==> src/design/assert_macros.svh <==
// Assertion macros shared by the partial volume fraction RTL.
// Included by the modules that carry concurrent checks; no other dependencies.
`ifndef ASSERT_MACROS_SVH
`define ASSERT_MACROS_SVH
`ifndef SYNTHESIS
// Check a property on every rising edge, held off while reset is high.
`define PVF_ASSERT(lbl, clk, rst, prop) \
   lbl: assert property (@(posedge clk) disable iff (rst) prop) \
      else $error("pvf: assertion failed");
// Check a property on every rising edge, reset included.
`define PVF_ASSERT_ALWAYS(lbl, clk, prop) \
   lbl: assert property (@(posedge clk) prop) \
      else $error("pvf: assertion failed");
`else
`define PVF_ASSERT(lbl, clk, rst, prop)
`define PVF_ASSERT_ALWAYS(lbl, clk, prop)
`endif
`endif

==> src/design/pvf_pkg.sv <==
// Package for the partial volume fraction block: field widths, tissue codes,
// register indexes and the types shared by the pipeline modules. No dependencies.
package pvf_pkg;

   localparam int INT_W  = 16;
   localparam int CODE_W = 3;
   localparam int PROB_W = 8;
   localparam int IDX_W  = 2;

   // Tissue codes on the input channel; anything else is background
   localparam logic [CODE_W-1:0] CODE_BG     = 3'd0;
   localparam logic [CODE_W-1:0] CODE_CSF    = 3'd1;
   localparam logic [CODE_W-1:0] CODE_GM_CSF = 3'd2;
   localparam logic [CODE_W-1:0] CODE_GM     = 3'd3;
   localparam logic [CODE_W-1:0] CODE_WM_GM  = 3'd4;
   localparam logic [CODE_W-1:0] CODE_WM     = 3'd5;

   // Configuration register indexes
   localparam logic [IDX_W-1:0] REG_MEAN_CSF = 2'd0;
   localparam logic [IDX_W-1:0] REG_MEAN_GM  = 2'd1;
   localparam logic [IDX_W-1:0] REG_MEAN_WM  = 2'd2;

   // Output constants
   localparam logic [PROB_W-1:0] PROB_FULL   = 8'd255;
   localparam logic [PROB_W-1:0] LABEL_CSF   = 8'd85;
   localparam logic [PROB_W-1:0] LABEL_GM    = 8'd170;
   localparam logic [PROB_W-1:0] LABEL_WM    = 8'd255;
   localparam int                SCALE_PROB  = 255;
   localparam int                SCALE_LABEL = 85;

   typedef enum logic [2:0] {
      MODE_BG,
      MODE_CSF,
      MODE_GM,
      MODE_WM,
      MODE_MIX_GC,
      MODE_MIX_WG
   } mode_type;

   // How the mixing fraction is settled: fixed zero, fixed one, or the quotient
   typedef enum logic [1:0] {
      FRAC_ZERO,
      FRAC_ONE,
      FRAC_DIV
   } frac_type;

   typedef struct packed {
      mode_type mode;
      frac_type frac;
      logic     last;
   } tag_type;

   typedef struct packed {
      logic [INT_W-1:0] mean_csf;
      logic [INT_W-1:0] mean_gm;
      logic [INT_W-1:0] mean_wm;
   } means_type;

endpackage

==> src/design/pvf_req_if.sv <==
// Voxel request channel: valid/ready handshake with intensity, code and last flag.
// Depends on pvf_pkg for field widths.
interface pvf_req_if;
   logic                        valid;
   logic                        ready;
   logic [pvf_pkg::INT_W-1:0]   intensity;
   logic [pvf_pkg::CODE_W-1:0]  tissue_code;
   logic                        last_voxel;

   modport source (output valid, intensity, tissue_code, last_voxel, input ready);
   modport sink   (input valid, intensity, tissue_code, last_voxel, output ready);
endinterface

==> src/design/pvf_rsp_if.sv <==
// Result channel: valid/ready handshake with three probabilities, label and last.
// Depends on pvf_pkg for field widths.
interface pvf_rsp_if;
   logic                        valid;
   logic                        ready;
   logic [pvf_pkg::PROB_W-1:0]  prob_csf;
   logic [pvf_pkg::PROB_W-1:0]  prob_gm;
   logic [pvf_pkg::PROB_W-1:0]  prob_wm;
   logic [pvf_pkg::PROB_W-1:0]  pve_label;
   logic                        last;

   modport source (output valid, prob_csf, prob_gm, prob_wm, pve_label, last, input ready);
   modport sink   (input valid, prob_csf, prob_gm, prob_wm, pve_label, last, output ready);
endinterface

==> src/design/pvf_csr_if.sv <==
// Configuration write channel: valid/ready handshake with register index and data.
// Depends on pvf_pkg for widths.
interface pvf_csr_if;
   logic                        valid;
   logic                        ready;
   logic [pvf_pkg::IDX_W-1:0]   index;
   logic [pvf_pkg::INT_W-1:0]   data;

   modport source (output valid, index, data, input ready);
   modport sink   (input valid, index, data, output ready);
endinterface

==> src/design/pvf_front.sv <==
// Operand stage: decodes the tissue code, forms offset and divisor magnitudes
// and settles the special cases of the fraction. Depends on pvf_pkg.
module pvf_front (
   input  logic                       clock,
   input  logic                       reset,
   input  logic                       in_valid,
   output logic                       in_ready,
   input  logic [pvf_pkg::INT_W-1:0]  intensity,
   input  logic [pvf_pkg::CODE_W-1:0] tissue_code,
   input  logic                       last_voxel,
   input  pvf_pkg::means_type         means,
   output logic                       out_valid,
   input  logic                       out_ready,
   output pvf_pkg::tag_type           out_tag,
   output logic [pvf_pkg::INT_W-1:0]  out_rem,
   output logic [pvf_pkg::INT_W-1:0]  out_den
);

   logic                       valid_ff;
   pvf_pkg::tag_type           tag_ff, tag_in;
   pvf_pkg::mode_type          mode_in;
   pvf_pkg::frac_type          frac_in;
   logic [pvf_pkg::INT_W-1:0]  rem_ff, rem_in;
   logic [pvf_pkg::INT_W-1:0]  den_ff, den_in;
   logic [pvf_pkg::INT_W-1:0]  mean_lo, mean_hi;
   logic [pvf_pkg::INT_W:0]    num, den;
   logic                       num_neg, den_neg;

   // Decode the code into a mode and pick the two class means of a mix
   always_comb begin
      mean_lo = means.mean_gm;
      mean_hi = means.mean_wm;
      unique case (tissue_code)
         pvf_pkg::CODE_CSF: mode_in = pvf_pkg::MODE_CSF;
         pvf_pkg::CODE_GM:  mode_in = pvf_pkg::MODE_GM;
         pvf_pkg::CODE_WM:  mode_in = pvf_pkg::MODE_WM;
         pvf_pkg::CODE_GM_CSF: begin
            mode_in = pvf_pkg::MODE_MIX_GC;
            mean_lo = means.mean_csf;
            mean_hi = means.mean_gm;
         end
         pvf_pkg::CODE_WM_GM: mode_in = pvf_pkg::MODE_MIX_WG;
         default:             mode_in = pvf_pkg::MODE_BG;
      endcase
   end

   // Signed offset and divisor, then their magnitudes
   always_comb begin
      num     = {1'b0, intensity} - {1'b0, mean_lo};
      den     = {1'b0, mean_hi} - {1'b0, mean_lo};
      num_neg = num[pvf_pkg::INT_W];
      den_neg = den[pvf_pkg::INT_W];
      rem_in  = num_neg ? pvf_pkg::INT_W'(-num) : num[pvf_pkg::INT_W-1:0];
      den_in  = den_neg ? pvf_pkg::INT_W'(-den) : den[pvf_pkg::INT_W-1:0];
   end

   // Settle the clamped and degenerate cases; only a proper fraction divides
   always_comb begin
      if (den == '0) begin
         frac_in = (!num_neg && num != '0) ? pvf_pkg::FRAC_ONE : pvf_pkg::FRAC_ZERO;
      end else if (num == '0 || num_neg != den_neg) begin
         frac_in = pvf_pkg::FRAC_ZERO;
      end else if (rem_in >= den_in) begin
         frac_in = pvf_pkg::FRAC_ONE;
      end else begin
         frac_in = pvf_pkg::FRAC_DIV;
      end
   end

   assign tag_in = '{mode: mode_in, frac: frac_in, last: last_voxel};

   assign in_ready = !valid_ff || out_ready;

   // Advance the stage whenever it is empty or its beat moves on
   always_ff @(posedge clock) begin
      if (reset) begin
         valid_ff <= 1'b0;
      end else if (in_ready) begin
         valid_ff <= in_valid;
      end
   end

   always_ff @(posedge clock) begin
      if (in_valid && in_ready) begin
         tag_ff <= tag_in;
         rem_ff <= rem_in;
         den_ff <= den_in;
      end
   end

   assign out_valid = valid_ff;
   assign out_tag   = tag_ff;
   assign out_rem   = rem_ff;
   assign out_den   = den_ff;

endmodule

==> src/design/pvf_div_cell.sv <==
// One cell of the restoring divider chain: doubles the partial remainder,
// subtracts the divisor when it fits and shifts one quotient bit in. Uses pvf_pkg.
`include "assert_macros.svh"
module pvf_div_cell #(
   parameter int QW = 16
) (
   input  logic                       clock,
   input  logic                       reset,
   input  logic                       in_valid,
   output logic                       in_ready,
   input  pvf_pkg::tag_type           in_tag,
   input  logic [pvf_pkg::INT_W-1:0]  in_rem,
   input  logic [pvf_pkg::INT_W-1:0]  in_den,
   input  logic [QW-1:0]              in_quo,
   output logic                       out_valid,
   input  logic                       out_ready,
   output pvf_pkg::tag_type           out_tag,
   output logic [pvf_pkg::INT_W-1:0]  out_rem,
   output logic [pvf_pkg::INT_W-1:0]  out_den,
   output logic [QW-1:0]              out_quo
);

   logic                       valid_ff;
   pvf_pkg::tag_type           tag_ff;
   logic [pvf_pkg::INT_W-1:0]  rem_ff, rem_in;
   logic [pvf_pkg::INT_W-1:0]  den_ff;
   logic [QW-1:0]              quo_ff, quo_in;
   logic [pvf_pkg::INT_W:0]    twice, diff;
   logic                       fits;

   // One restoring step
   always_comb begin
      twice  = {in_rem, 1'b0};
      diff   = twice - {1'b0, in_den};
      fits   = twice >= {1'b0, in_den};
      rem_in = fits ? diff[pvf_pkg::INT_W-1:0] : twice[pvf_pkg::INT_W-1:0];
      quo_in = {in_quo[QW-2:0], fits};
   end

   assign in_ready = !valid_ff || out_ready;

   always_ff @(posedge clock) begin
      if (reset) begin
         valid_ff <= 1'b0;
      end else if (in_ready) begin
         valid_ff <= in_valid;
      end
   end

   always_ff @(posedge clock) begin
      if (in_valid && in_ready) begin
         tag_ff <= in_tag;
         rem_ff <= rem_in;
         den_ff <= in_den;
         quo_ff <= quo_in;
      end
   end

   assign out_valid = valid_ff;
   assign out_tag   = tag_ff;
   assign out_rem   = rem_ff;
   assign out_den   = den_ff;
   assign out_quo   = quo_ff;

   // A dividing beat always carries a remainder below its divisor
   `PVF_ASSERT(a_rem_below_den, clock, reset,
      valid_ff && tag_ff.frac == pvf_pkg::FRAC_DIV |-> rem_ff < den_ff)

endmodule

==> src/design/pvf_back.sv <==
// Output stage: forms the clamped fraction, scales it to probabilities and the
// continuous label with half-up rounding, and holds the result beat. Uses pvf_pkg.
module pvf_back #(
   parameter int FRACTION_BITS = 16
) (
   input  logic                         clock,
   input  logic                         reset,
   input  logic                         in_valid,
   output logic                         in_ready,
   input  pvf_pkg::tag_type             in_tag,
   input  logic [FRACTION_BITS-1:0]     in_quo,
   output logic                         out_valid,
   input  logic                         out_ready,
   output logic [pvf_pkg::PROB_W-1:0]   prob_csf,
   output logic [pvf_pkg::PROB_W-1:0]   prob_gm,
   output logic [pvf_pkg::PROB_W-1:0]   prob_wm,
   output logic [pvf_pkg::PROB_W-1:0]   pve_label,
   output logic                         last
);

   localparam int WW = FRACTION_BITS + 1;
   localparam int LW = FRACTION_BITS + 2;
   localparam int PW = FRACTION_BITS + 9;
   localparam logic [PW-1:0] HALF = PW'(1) << (FRACTION_BITS - 1);
   localparam logic [WW-1:0] ONE  = WW'(1) << FRACTION_BITS;

   logic                        valid_ff;
   logic [pvf_pkg::PROB_W-1:0]  csf_ff, gm_ff, wm_ff, label_ff, csf_in, gm_in, wm_in, label_in;
   logic                        last_ff;
   logic [WW-1:0]               wq, wq_low;
   logic [LW-1:0]               lsum;
   logic [PW-1:0]               p_hi, p_lo, p_lab;
   logic [pvf_pkg::PROB_W-1:0]  r_hi, r_lo, r_lab;

   // Clamped fraction and its complement
   always_comb begin
      case (in_tag.frac)
         pvf_pkg::FRAC_ONE: wq = ONE;
         pvf_pkg::FRAC_DIV: wq = {1'b0, in_quo};
         default:           wq = '0;
      endcase
      wq_low = ONE - wq;
      lsum   = LW'(wq) + ((in_tag.mode == pvf_pkg::MODE_MIX_WG) ?
                          (LW'(2) << FRACTION_BITS) : (LW'(1) << FRACTION_BITS));
   end

   // Scale and round half up
   always_comb begin
      p_hi  = PW'(wq) * PW'(pvf_pkg::SCALE_PROB) + HALF;
      p_lo  = PW'(wq_low) * PW'(pvf_pkg::SCALE_PROB) + HALF;
      p_lab = PW'(lsum) * PW'(pvf_pkg::SCALE_LABEL) + HALF;
      r_hi  = p_hi[FRACTION_BITS +: pvf_pkg::PROB_W];
      r_lo  = p_lo[FRACTION_BITS +: pvf_pkg::PROB_W];
      r_lab = p_lab[FRACTION_BITS +: pvf_pkg::PROB_W];
   end

   // Route the scaled values by mode
   always_comb begin
      csf_in   = '0;
      gm_in    = '0;
      wm_in    = '0;
      label_in = '0;
      unique case (in_tag.mode)
         pvf_pkg::MODE_CSF: begin
            csf_in   = pvf_pkg::PROB_FULL;
            label_in = pvf_pkg::LABEL_CSF;
         end
         pvf_pkg::MODE_GM: begin
            gm_in    = pvf_pkg::PROB_FULL;
            label_in = pvf_pkg::LABEL_GM;
         end
         pvf_pkg::MODE_WM: begin
            wm_in    = pvf_pkg::PROB_FULL;
            label_in = pvf_pkg::LABEL_WM;
         end
         pvf_pkg::MODE_MIX_GC: begin
            csf_in   = r_lo;
            gm_in    = r_hi;
            label_in = r_lab;
         end
         pvf_pkg::MODE_MIX_WG: begin
            gm_in    = r_lo;
            wm_in    = r_hi;
            label_in = r_lab;
         end
         default: begin
            label_in = '0;
         end
      endcase
   end

   assign in_ready = !valid_ff || out_ready;

   always_ff @(posedge clock) begin
      if (reset) begin
         valid_ff <= 1'b0;
      end else if (in_ready) begin
         valid_ff <= in_valid;
      end
   end

   always_ff @(posedge clock) begin
      if (in_valid && in_ready) begin
         csf_ff   <= csf_in;
         gm_ff    <= gm_in;
         wm_ff    <= wm_in;
         label_ff <= label_in;
         last_ff  <= in_tag.last;
      end
   end

   assign out_valid = valid_ff;
   assign prob_csf  = csf_ff;
   assign prob_gm   = gm_ff;
   assign prob_wm   = wm_ff;
   assign pve_label = label_ff;
   assign last      = last_ff;

endmodule

==> src/design/partial_volume_fraction_voxel.sv <==
// Top level of the partial volume fraction block: configuration registers,
// operand stage, divider cell chain and output stage. Uses pvf_pkg and the pvf_*_if interfaces.
//
// Usage:
//   req_chan  voxel beats (intensity, tissue_code, last_voxel), valid/ready.
//   rsp_chan  one result beat per voxel, in order (prob_csf, prob_gm, prob_wm,
//             pve_label, last), valid/ready.
//   csr_chan  writes of mean_csf (index 0), mean_gm (1), mean_wm (2); always
//             ready, other indexes ignored. Write only while no voxel is in flight.
//   Throughput is one voxel per cycle while rsp_chan is not stalled. From req
//   acceptance to rsp valid a voxel passes one operand stage, one divider cell per
//   quotient bit and one output stage, with a chain of FRACTION_BITS divider cells.
//   Each stage holds its own valid bit and takes a new beat when it is empty or
//   its beat moves on, so bubbles close up while rsp_chan stalls; req_chan.ready
//   drops only once every stage holds a beat and rsp_chan is stalled.
//   Reset clears the three means to zero and empties the pipeline at once.
`include "assert_macros.svh"
module partial_volume_fraction_voxel #(
   parameter int FRACTION_BITS = 16
) (
   input  logic      clock,
   input  logic      reset,
   pvf_req_if.sink   req_chan,
   pvf_rsp_if.source rsp_chan,
   pvf_csr_if.sink   csr_chan
);

   logic [pvf_pkg::INT_W-1:0] mean_csf_ff, mean_gm_ff, mean_wm_ff;
   pvf_pkg::means_type        means;

   logic                       st_valid [0:FRACTION_BITS];
   logic                       st_ready [0:FRACTION_BITS];
   pvf_pkg::tag_type           st_tag   [0:FRACTION_BITS];
   logic [pvf_pkg::INT_W-1:0]  st_rem   [0:FRACTION_BITS];
   logic [pvf_pkg::INT_W-1:0]  st_den   [0:FRACTION_BITS];
   logic [FRACTION_BITS-1:0]   st_quo   [0:FRACTION_BITS];

   // Configuration registers
   assign csr_chan.ready = 1'b1;

   always_ff @(posedge clock) begin
      if (reset) begin
         mean_csf_ff <= '0;
         mean_gm_ff  <= '0;
         mean_wm_ff  <= '0;
      end else if (csr_chan.valid) begin
         unique case (csr_chan.index)
            pvf_pkg::REG_MEAN_CSF: mean_csf_ff <= csr_chan.data;
            pvf_pkg::REG_MEAN_GM:  mean_gm_ff  <= csr_chan.data;
            pvf_pkg::REG_MEAN_WM:  mean_wm_ff  <= csr_chan.data;
            default: begin
               mean_csf_ff <= mean_csf_ff;
            end
         endcase
      end
   end

   assign means = '{mean_csf: mean_csf_ff, mean_gm: mean_gm_ff, mean_wm: mean_wm_ff};

   // Operand stage
   pvf_front u_front (
      .clock       (clock),
      .reset       (reset),
      .in_valid    (req_chan.valid),
      .in_ready    (req_chan.ready),
      .intensity   (req_chan.intensity),
      .tissue_code (req_chan.tissue_code),
      .last_voxel  (req_chan.last_voxel),
      .means       (means),
      .out_valid   (st_valid[0]),
      .out_ready   (st_ready[0]),
      .out_tag     (st_tag[0]),
      .out_rem     (st_rem[0]),
      .out_den     (st_den[0])
   );

   assign st_quo[0] = '0;

   // Divider chain, one quotient bit per cell
   for (genvar i = 0; i < FRACTION_BITS; i++) begin : g_cell
      pvf_div_cell #(.QW(FRACTION_BITS)) u_cell (
         .clock     (clock),
         .reset     (reset),
         .in_valid  (st_valid[i]),
         .in_ready  (st_ready[i]),
         .in_tag    (st_tag[i]),
         .in_rem    (st_rem[i]),
         .in_den    (st_den[i]),
         .in_quo    (st_quo[i]),
         .out_valid (st_valid[i+1]),
         .out_ready (st_ready[i+1]),
         .out_tag   (st_tag[i+1]),
         .out_rem   (st_rem[i+1]),
         .out_den   (st_den[i+1]),
         .out_quo   (st_quo[i+1])
      );
   end

   // Output stage
   pvf_back #(.FRACTION_BITS(FRACTION_BITS)) u_back (
      .clock     (clock),
      .reset     (reset),
      .in_valid  (st_valid[FRACTION_BITS]),
      .in_ready  (st_ready[FRACTION_BITS]),
      .in_tag    (st_tag[FRACTION_BITS]),
      .in_quo    (st_quo[FRACTION_BITS]),
      .out_valid (rsp_chan.valid),
      .out_ready (rsp_chan.ready),
      .prob_csf  (rsp_chan.prob_csf),
      .prob_gm   (rsp_chan.prob_gm),
      .prob_wm   (rsp_chan.prob_wm),
      .pve_label (rsp_chan.pve_label),
      .last      (rsp_chan.last)
   );

   // Back-pressure reaches the request side only through a stalled result
   `PVF_ASSERT(a_stall_source, clock, reset,
      !req_chan.ready |-> rsp_chan.valid && !rsp_chan.ready)
   // A write to the GM mean lands in its register
   `PVF_ASSERT(a_gm_written, clock, reset,
      csr_chan.valid && csr_chan.index == pvf_pkg::REG_MEAN_GM
      |=> mean_gm_ff == $past(csr_chan.data))
   // Reset leaves the result channel empty
   `PVF_ASSERT_ALWAYS(a_reset_empty, clock, $past(reset) |-> !rsp_chan.valid)

endmodule

==> src/flat_wrapper.sv <==
// flat-port wrapper written by rule: the top's interface ports become plain ports
module partial_volume_fraction_voxel_flat 
#(
   parameter int FRACTION_BITS = 16
)
  (clock, reset, req_chan_valid, req_chan_intensity, req_chan_tissue_code, req_chan_last_voxel, req_chan_ready, rsp_chan_valid, rsp_chan_prob_csf, rsp_chan_prob_gm, rsp_chan_prob_wm, rsp_chan_pve_label, rsp_chan_last, rsp_chan_ready, csr_chan_valid, csr_chan_index, csr_chan_data, csr_chan_ready);
  pvf_req_if req_chan_i ();
  pvf_rsp_if rsp_chan_i ();
  pvf_csr_if csr_chan_i ();
  input  logic clock;
  input  logic reset;
  input wire logic [$bits(req_chan_i.valid)-1:0] req_chan_valid;
  input wire logic [$bits(req_chan_i.intensity)-1:0] req_chan_intensity;
  input wire logic [$bits(req_chan_i.tissue_code)-1:0] req_chan_tissue_code;
  input wire logic [$bits(req_chan_i.last_voxel)-1:0] req_chan_last_voxel;
  output wire logic [$bits(req_chan_i.ready)-1:0] req_chan_ready;
  output wire logic [$bits(rsp_chan_i.valid)-1:0] rsp_chan_valid;
  output wire logic [$bits(rsp_chan_i.prob_csf)-1:0] rsp_chan_prob_csf;
  output wire logic [$bits(rsp_chan_i.prob_gm)-1:0] rsp_chan_prob_gm;
  output wire logic [$bits(rsp_chan_i.prob_wm)-1:0] rsp_chan_prob_wm;
  output wire logic [$bits(rsp_chan_i.pve_label)-1:0] rsp_chan_pve_label;
  output wire logic [$bits(rsp_chan_i.last)-1:0] rsp_chan_last;
  input wire logic [$bits(rsp_chan_i.ready)-1:0] rsp_chan_ready;
  input wire logic [$bits(csr_chan_i.valid)-1:0] csr_chan_valid;
  input wire logic [$bits(csr_chan_i.index)-1:0] csr_chan_index;
  input wire logic [$bits(csr_chan_i.data)-1:0] csr_chan_data;
  output wire logic [$bits(csr_chan_i.ready)-1:0] csr_chan_ready;
  assign req_chan_i.valid = req_chan_valid;
  assign req_chan_i.intensity = req_chan_intensity;
  assign req_chan_i.tissue_code = req_chan_tissue_code;
  assign req_chan_i.last_voxel = req_chan_last_voxel;
  assign req_chan_ready = req_chan_i.ready;
  assign rsp_chan_valid = rsp_chan_i.valid;
  assign rsp_chan_prob_csf = rsp_chan_i.prob_csf;
  assign rsp_chan_prob_gm = rsp_chan_i.prob_gm;
  assign rsp_chan_prob_wm = rsp_chan_i.prob_wm;
  assign rsp_chan_pve_label = rsp_chan_i.pve_label;
  assign rsp_chan_last = rsp_chan_i.last;
  assign rsp_chan_i.ready = rsp_chan_ready;
  assign csr_chan_i.valid = csr_chan_valid;
  assign csr_chan_i.index = csr_chan_index;
  assign csr_chan_i.data = csr_chan_data;
  assign csr_chan_ready = csr_chan_i.ready;
  partial_volume_fraction_voxel #(.FRACTION_BITS(FRACTION_BITS)) u_core (.clock(clock), .reset(reset), .req_chan(req_chan_i), .rsp_chan(rsp_chan_i), .csr_chan(csr_chan_i));
endmodule
==> config.mk <==
export PLATFORM = sky130hd
export DESIGN_NAME = partial_volume_fraction_voxel_flat
export DESIGN_NICKNAME = d
export VERILOG_FILES = /design/src/design/pvf_pkg.sv /design/src/design/pvf_req_if.sv /design/src/design/pvf_rsp_if.sv /design/src/design/pvf_csr_if.sv /design/src/design/pvf_front.sv /design/src/design/pvf_div_cell.sv /design/src/design/pvf_back.sv /design/src/design/partial_volume_fraction_voxel.sv /design/src/flat_wrapper.sv
export VERILOG_INCLUDE_DIRS = /design/src /design/src/design
export SDC_FILE = /design/constraint.sdc
export NUM_CORES = 2
export LEC_CHECK = 0
export BUFFER_PORTS_ARGS = -buffer_cell sky130_fd_sc_hd__buf_2
export CAP_MARGIN = 30
export CORE_ASPECT_RATIO = 1.75
export CORE_MARGIN = 3
export CORE_UTILIZATION = 53
export DETAILED_ROUTE_END_ITERATION = 10
export PLACE_DENSITY = 0.69
export SYNTH_ARGS = -nofsm -noshare
export SYNTH_HDL_FRONTEND = slang
export SYNTH_SLANG_ARGS = --single-unit
==> constraint.sdc <==
create_clock -name clock -period 16.9 [get_ports clock]
set_input_delay 3.38 -clock clock [delete_from_list [all_inputs] [get_ports clock]]
set_output_delay 3.38 -clock clock [all_outputs]
set_load 0.05 [all_outputs]
==> results.cfg <==
[clocking]
ctsResizeCount = 0
cts_made_buffers = 81
clkSlewWorstSetupHoldPaths_ns = 0.06
htree_levels = 3
cts_buffer_depth = 3
worstSkewPairLatency_ns = 0.67
cts_root_buffer = clkbuf_16
cts_setup_buffers = 0
cts_tree = yes
cts.sinks = 849
hold_buffers = 0

[min_path]
hold_class = reg2reg
hold_path_depth = 0
hold_start = u_core.g_cell[13].u_cell.out_quo[9]
whs_endpoint = u_core.g_cell[14].u_cell.out_quo[10]

[floorplan]
rows = 150
ios = 79
initial_utilization_pct = 53.7
placeableCoreArea_um2 = 96100
die_h_um = 419
die_w_um = 242
die_area_um2 = 101000

[layout]
seq_area_um2 = 24800
n_fill_cell = 7817
drive_gt1_share_pct = 10.4
final_common_cell = edfxtp_1
fin_area_um2 = 56500
nNetsFinal = 5225
multiInputGateArea_um2 = 24200
final_cells = 5875
layout_common_cells = 783 x edfxtp_1, 632 x inv_1, 486 x ha_1, 270 x nand2_1, 257 x nor2_1
syn_to_final_growth_pct = 9.33

[critical_path]
crit_chain = buf_2 > nor2b_1 > and3_1 > and3_1 > nand2_1 > nor3_1 > and4_1 > nand2_1 > buf_2
worstPathMaxFanout = 5
regToRegSetupSlack_ns = 8.85
cpLargestDelayFamily = simple AND/OR/NAND/NOR gates
crit_type = in2out
arrival_ns = 6.48
slowest_delay_ns = 0.62
r2r-end = u_core.u_back.prob_gm[7]
crit_required_ns = 13.52
r2r-start = u_core.g_cell[15].u_cell.out_tag[2]
reg2regPathDepth = 27
start_kind = primary input
slowest_stage = nor3_1
crit_buf_inv = 2
crit_path_start = rsp_chan_ready
end_kind = primary output

[sta]
final_max_slew_viol_count = 0
rsz0062_at_grt = false
hold_viol = 0
fin_crit_sh_pct = 58.4
setup-violations-final = 0
maxSlewHeadroom_pct = 31.5
worst_slack_ns = 7.04
finalClockSkew_ns = 0.0306
setup_tns_ns = 0
worst_pin_slew_ns = 1.03
period_needed_ns = 9.86
fmax_mhz = 101

[logic_synthesis]
ys_warn_count = 0
synthMuxAreaShare_pct = 4.44
synthesis.nets = 5106
synth_cells = 4397
synth_simple_gate_area_share_pct = 8.99
synth-main-ff-cell = edfxtp_1
avgSynthCellArea_um2 = 11.7
ys_async_sr_fraction_pct = 0
synth_area_um2 = 51600
synth-xor-area-share_pct = 4.85
synth_top_family_by_area = adder cells
synth_cell_types = 77
synth_compound_area_share_pct = 9.46
synth_edf_count = 783
synth.ff_latch_count = 849
synth_fa_ha_area_share_pct = 18.8
seq_area_frac_synth_pct = 48.1

[placed_design]
hpwl_um = 88900
place_ws_ns = 7.06
place_inst = 5725
placed_area_um2 = 53700
gp_congestion = 0.890
numPortBuffers = 77

[power]
seqPwrFrac_pct = 47.8
combPwrFrac_pct = 14.7
switching_power_w = 0.00126
peakVddDrop_mv = 0.0693
power.share.clock_pct = 37.6
leakage_nw = 23.7
power_w = 0.00508
p_sw_share_pct = 24.9
p_int_w = 0.00381
powerDensity_nw_per_um2 = 89.9

[run_status]
status = complete, no violations

[detailed_routing]
drt_iter0_drc = 1278
viasPerCell = 5.51
wl_per_cell_um = 18.7
wirelength_um = 110000
vias = 32400
first_pass_iters = 5
ant_nets = 0
drc_errors = 0

[global_route]
grt_pass1_wl_um = 173000
grt_max_degree = 67
grt_antenna_before_repair = 1
grt_pass1_vias = 34500
grt_overflow = 0
grt.total_usage_pct = 21.7

[run]
cap_violations = 0
[stage by stage]
| stage | hold WS [ns] | util [%] |
|---|---|---|
| 2_1_floorplan | 0.400 | - |
| 3_3_place_gp | 0.400 | 55.7 |
| 3_5_place_dp | 0.405 | 55.8 |
| 4_1_cts | 0.400 | 58.8 |
| 5_1_grt | 0.407 | 58.8 |
| 6_report | 0.408 | 58.8 |
[power groups by stage]
stage	combinational (W)	clock, W	sequential (W)
detailed placement	0.000738	0	0.00247
global route	0.000817	0.00203	0.00243
finish	0.000744	0.00191	0.00243
global placement	0.000727	0	0.00247
CTS	0.000744	0.00195	0.00243
floorplan	0.000578	0	0.00243
[synthesized netlist by cell type (8+ instances only)]
master / n / area, um^2
a211oi_1: 19 / 143
a21boi_0: 15 / 113
nand2b_1: 36 / 225
a21o_1: 88 / 661
xnor2_1: 212 / 1860
a211o_1: 8 / 70.1
o31ai_1: 17 / 128
o21bai_1: 24 / 180
and2_1: 23 / 144
nor3_1: 91 / 455
inv_1: 632 / 2370
edfxtp_1: 783 / 23500
a41o_1: 8 / 80.1
mux2_4: 49 / 736
a21oi_1: 253 / 1270
or3_1: 22 / 138
o21a_1: 47 / 353
nand3_1: 47 / 235
a221oi_1: 10 / 87.6
o41a_1: 8 / 90.1
o211ai_1: 11 / 82.6
mux2i_1: 35 / 350
nand4_1: 55 / 344
nor2_1: 258 / 968
xor2_1: 74 / 648
nor4_1: 27 / 169
a31o_2: 8 / 70.1
nand2_1: 270 / 1010
mux2_2: 107 / 1200
dfxtp_1: 66 / 1320
nor2b_1: 64 / 400
and3_1: 13 / 81.3
fa_1: 180 / 3600
o21ai_0: 133 / 666
clkbuf_1: 50 / 188
o41ai_1: 15 / 131
or2_2: 16 / 100
ha_1: 486 / 6080
a31oi_1: 16 / 100
[per-layer routing]
| layer | share of wire [%] | routed length [um] | track usage, % | up-vias |
|---|---|---|---|---|
| met3 | 2.5 | 2710 | 2.44 | 264 |
| met2 | 61 | 67400 | 47.4 | 544 |
| li1 | - | - | - | 15700 |
| met5 | 0 | 0 | 0 | - |
| met1 | 30 | 33000 | 17.5 | 15900 |
| met4 | 6.1 | 6670 | 12.6 | 0 |
[cell families after synthesis]
logic type,count (synthesis)
flip-flops,849
multiplexers,191
AO/OA/AOI/OAI,741
buffers and inverters,699
adder cells (fa/ha/maj),666
other,1
AND/OR/NAND/NOR,964
XOR/XNOR,286
[worst max-delay path by stage]
| stage | to | slack [ns] | depth (start not counted) |
|---|---|---|---|
| floorplan | u_core.u_front.out_tag[1] | 8.28 | 28 |
| global placement | req_chan_ready | 7.12 | 9 |
| detailed placement | u_core.u_front.out_tag[1] | 7.06 | 27 |
| CTS | req_chan_ready | 7.06 | 9 |
| global route | req_chan_ready | 6.87 | 9 |
| finish | req_chan_ready | 7.04 | 9 |
[final cells by class]
| cell class | instances | share of cell area [%] |
|---|---|---|
| sequential | 849 | 44.0 |
| multi-input combinational | 2849 | 42.9 |
| inverter | 632 | 4.20 |
| clock buffer | 106 | 3.94 |
| tap | 1292 | 2.86 |
| timing repair buffer | 103 | 1.14 |
| clock inverter | 43 | 1.01 |
| antenna | 1 | 0.00443 |
[state kept, by name, summed over array words and instances (netlist names), 16 cells and up]
register / flops
u_core.g_cell.u_cell.out_den: 240
u_core.g_cell.u_cell.out_quo: 136
u_core.g_cell.u_cell.out_rem: 240
u_core.g_cell.u_cell.out_tag: 96
u_core.g_cell.u_cell.out_valid: 16
u_core.mean_csf_ff: 16
u_core.mean_gm_ff: 16
u_core.mean_wm_ff: 16
u_core.u_front.out_den: 16
u_core.u_front.out_rem: 16
(Power assumes the default switching activity.)
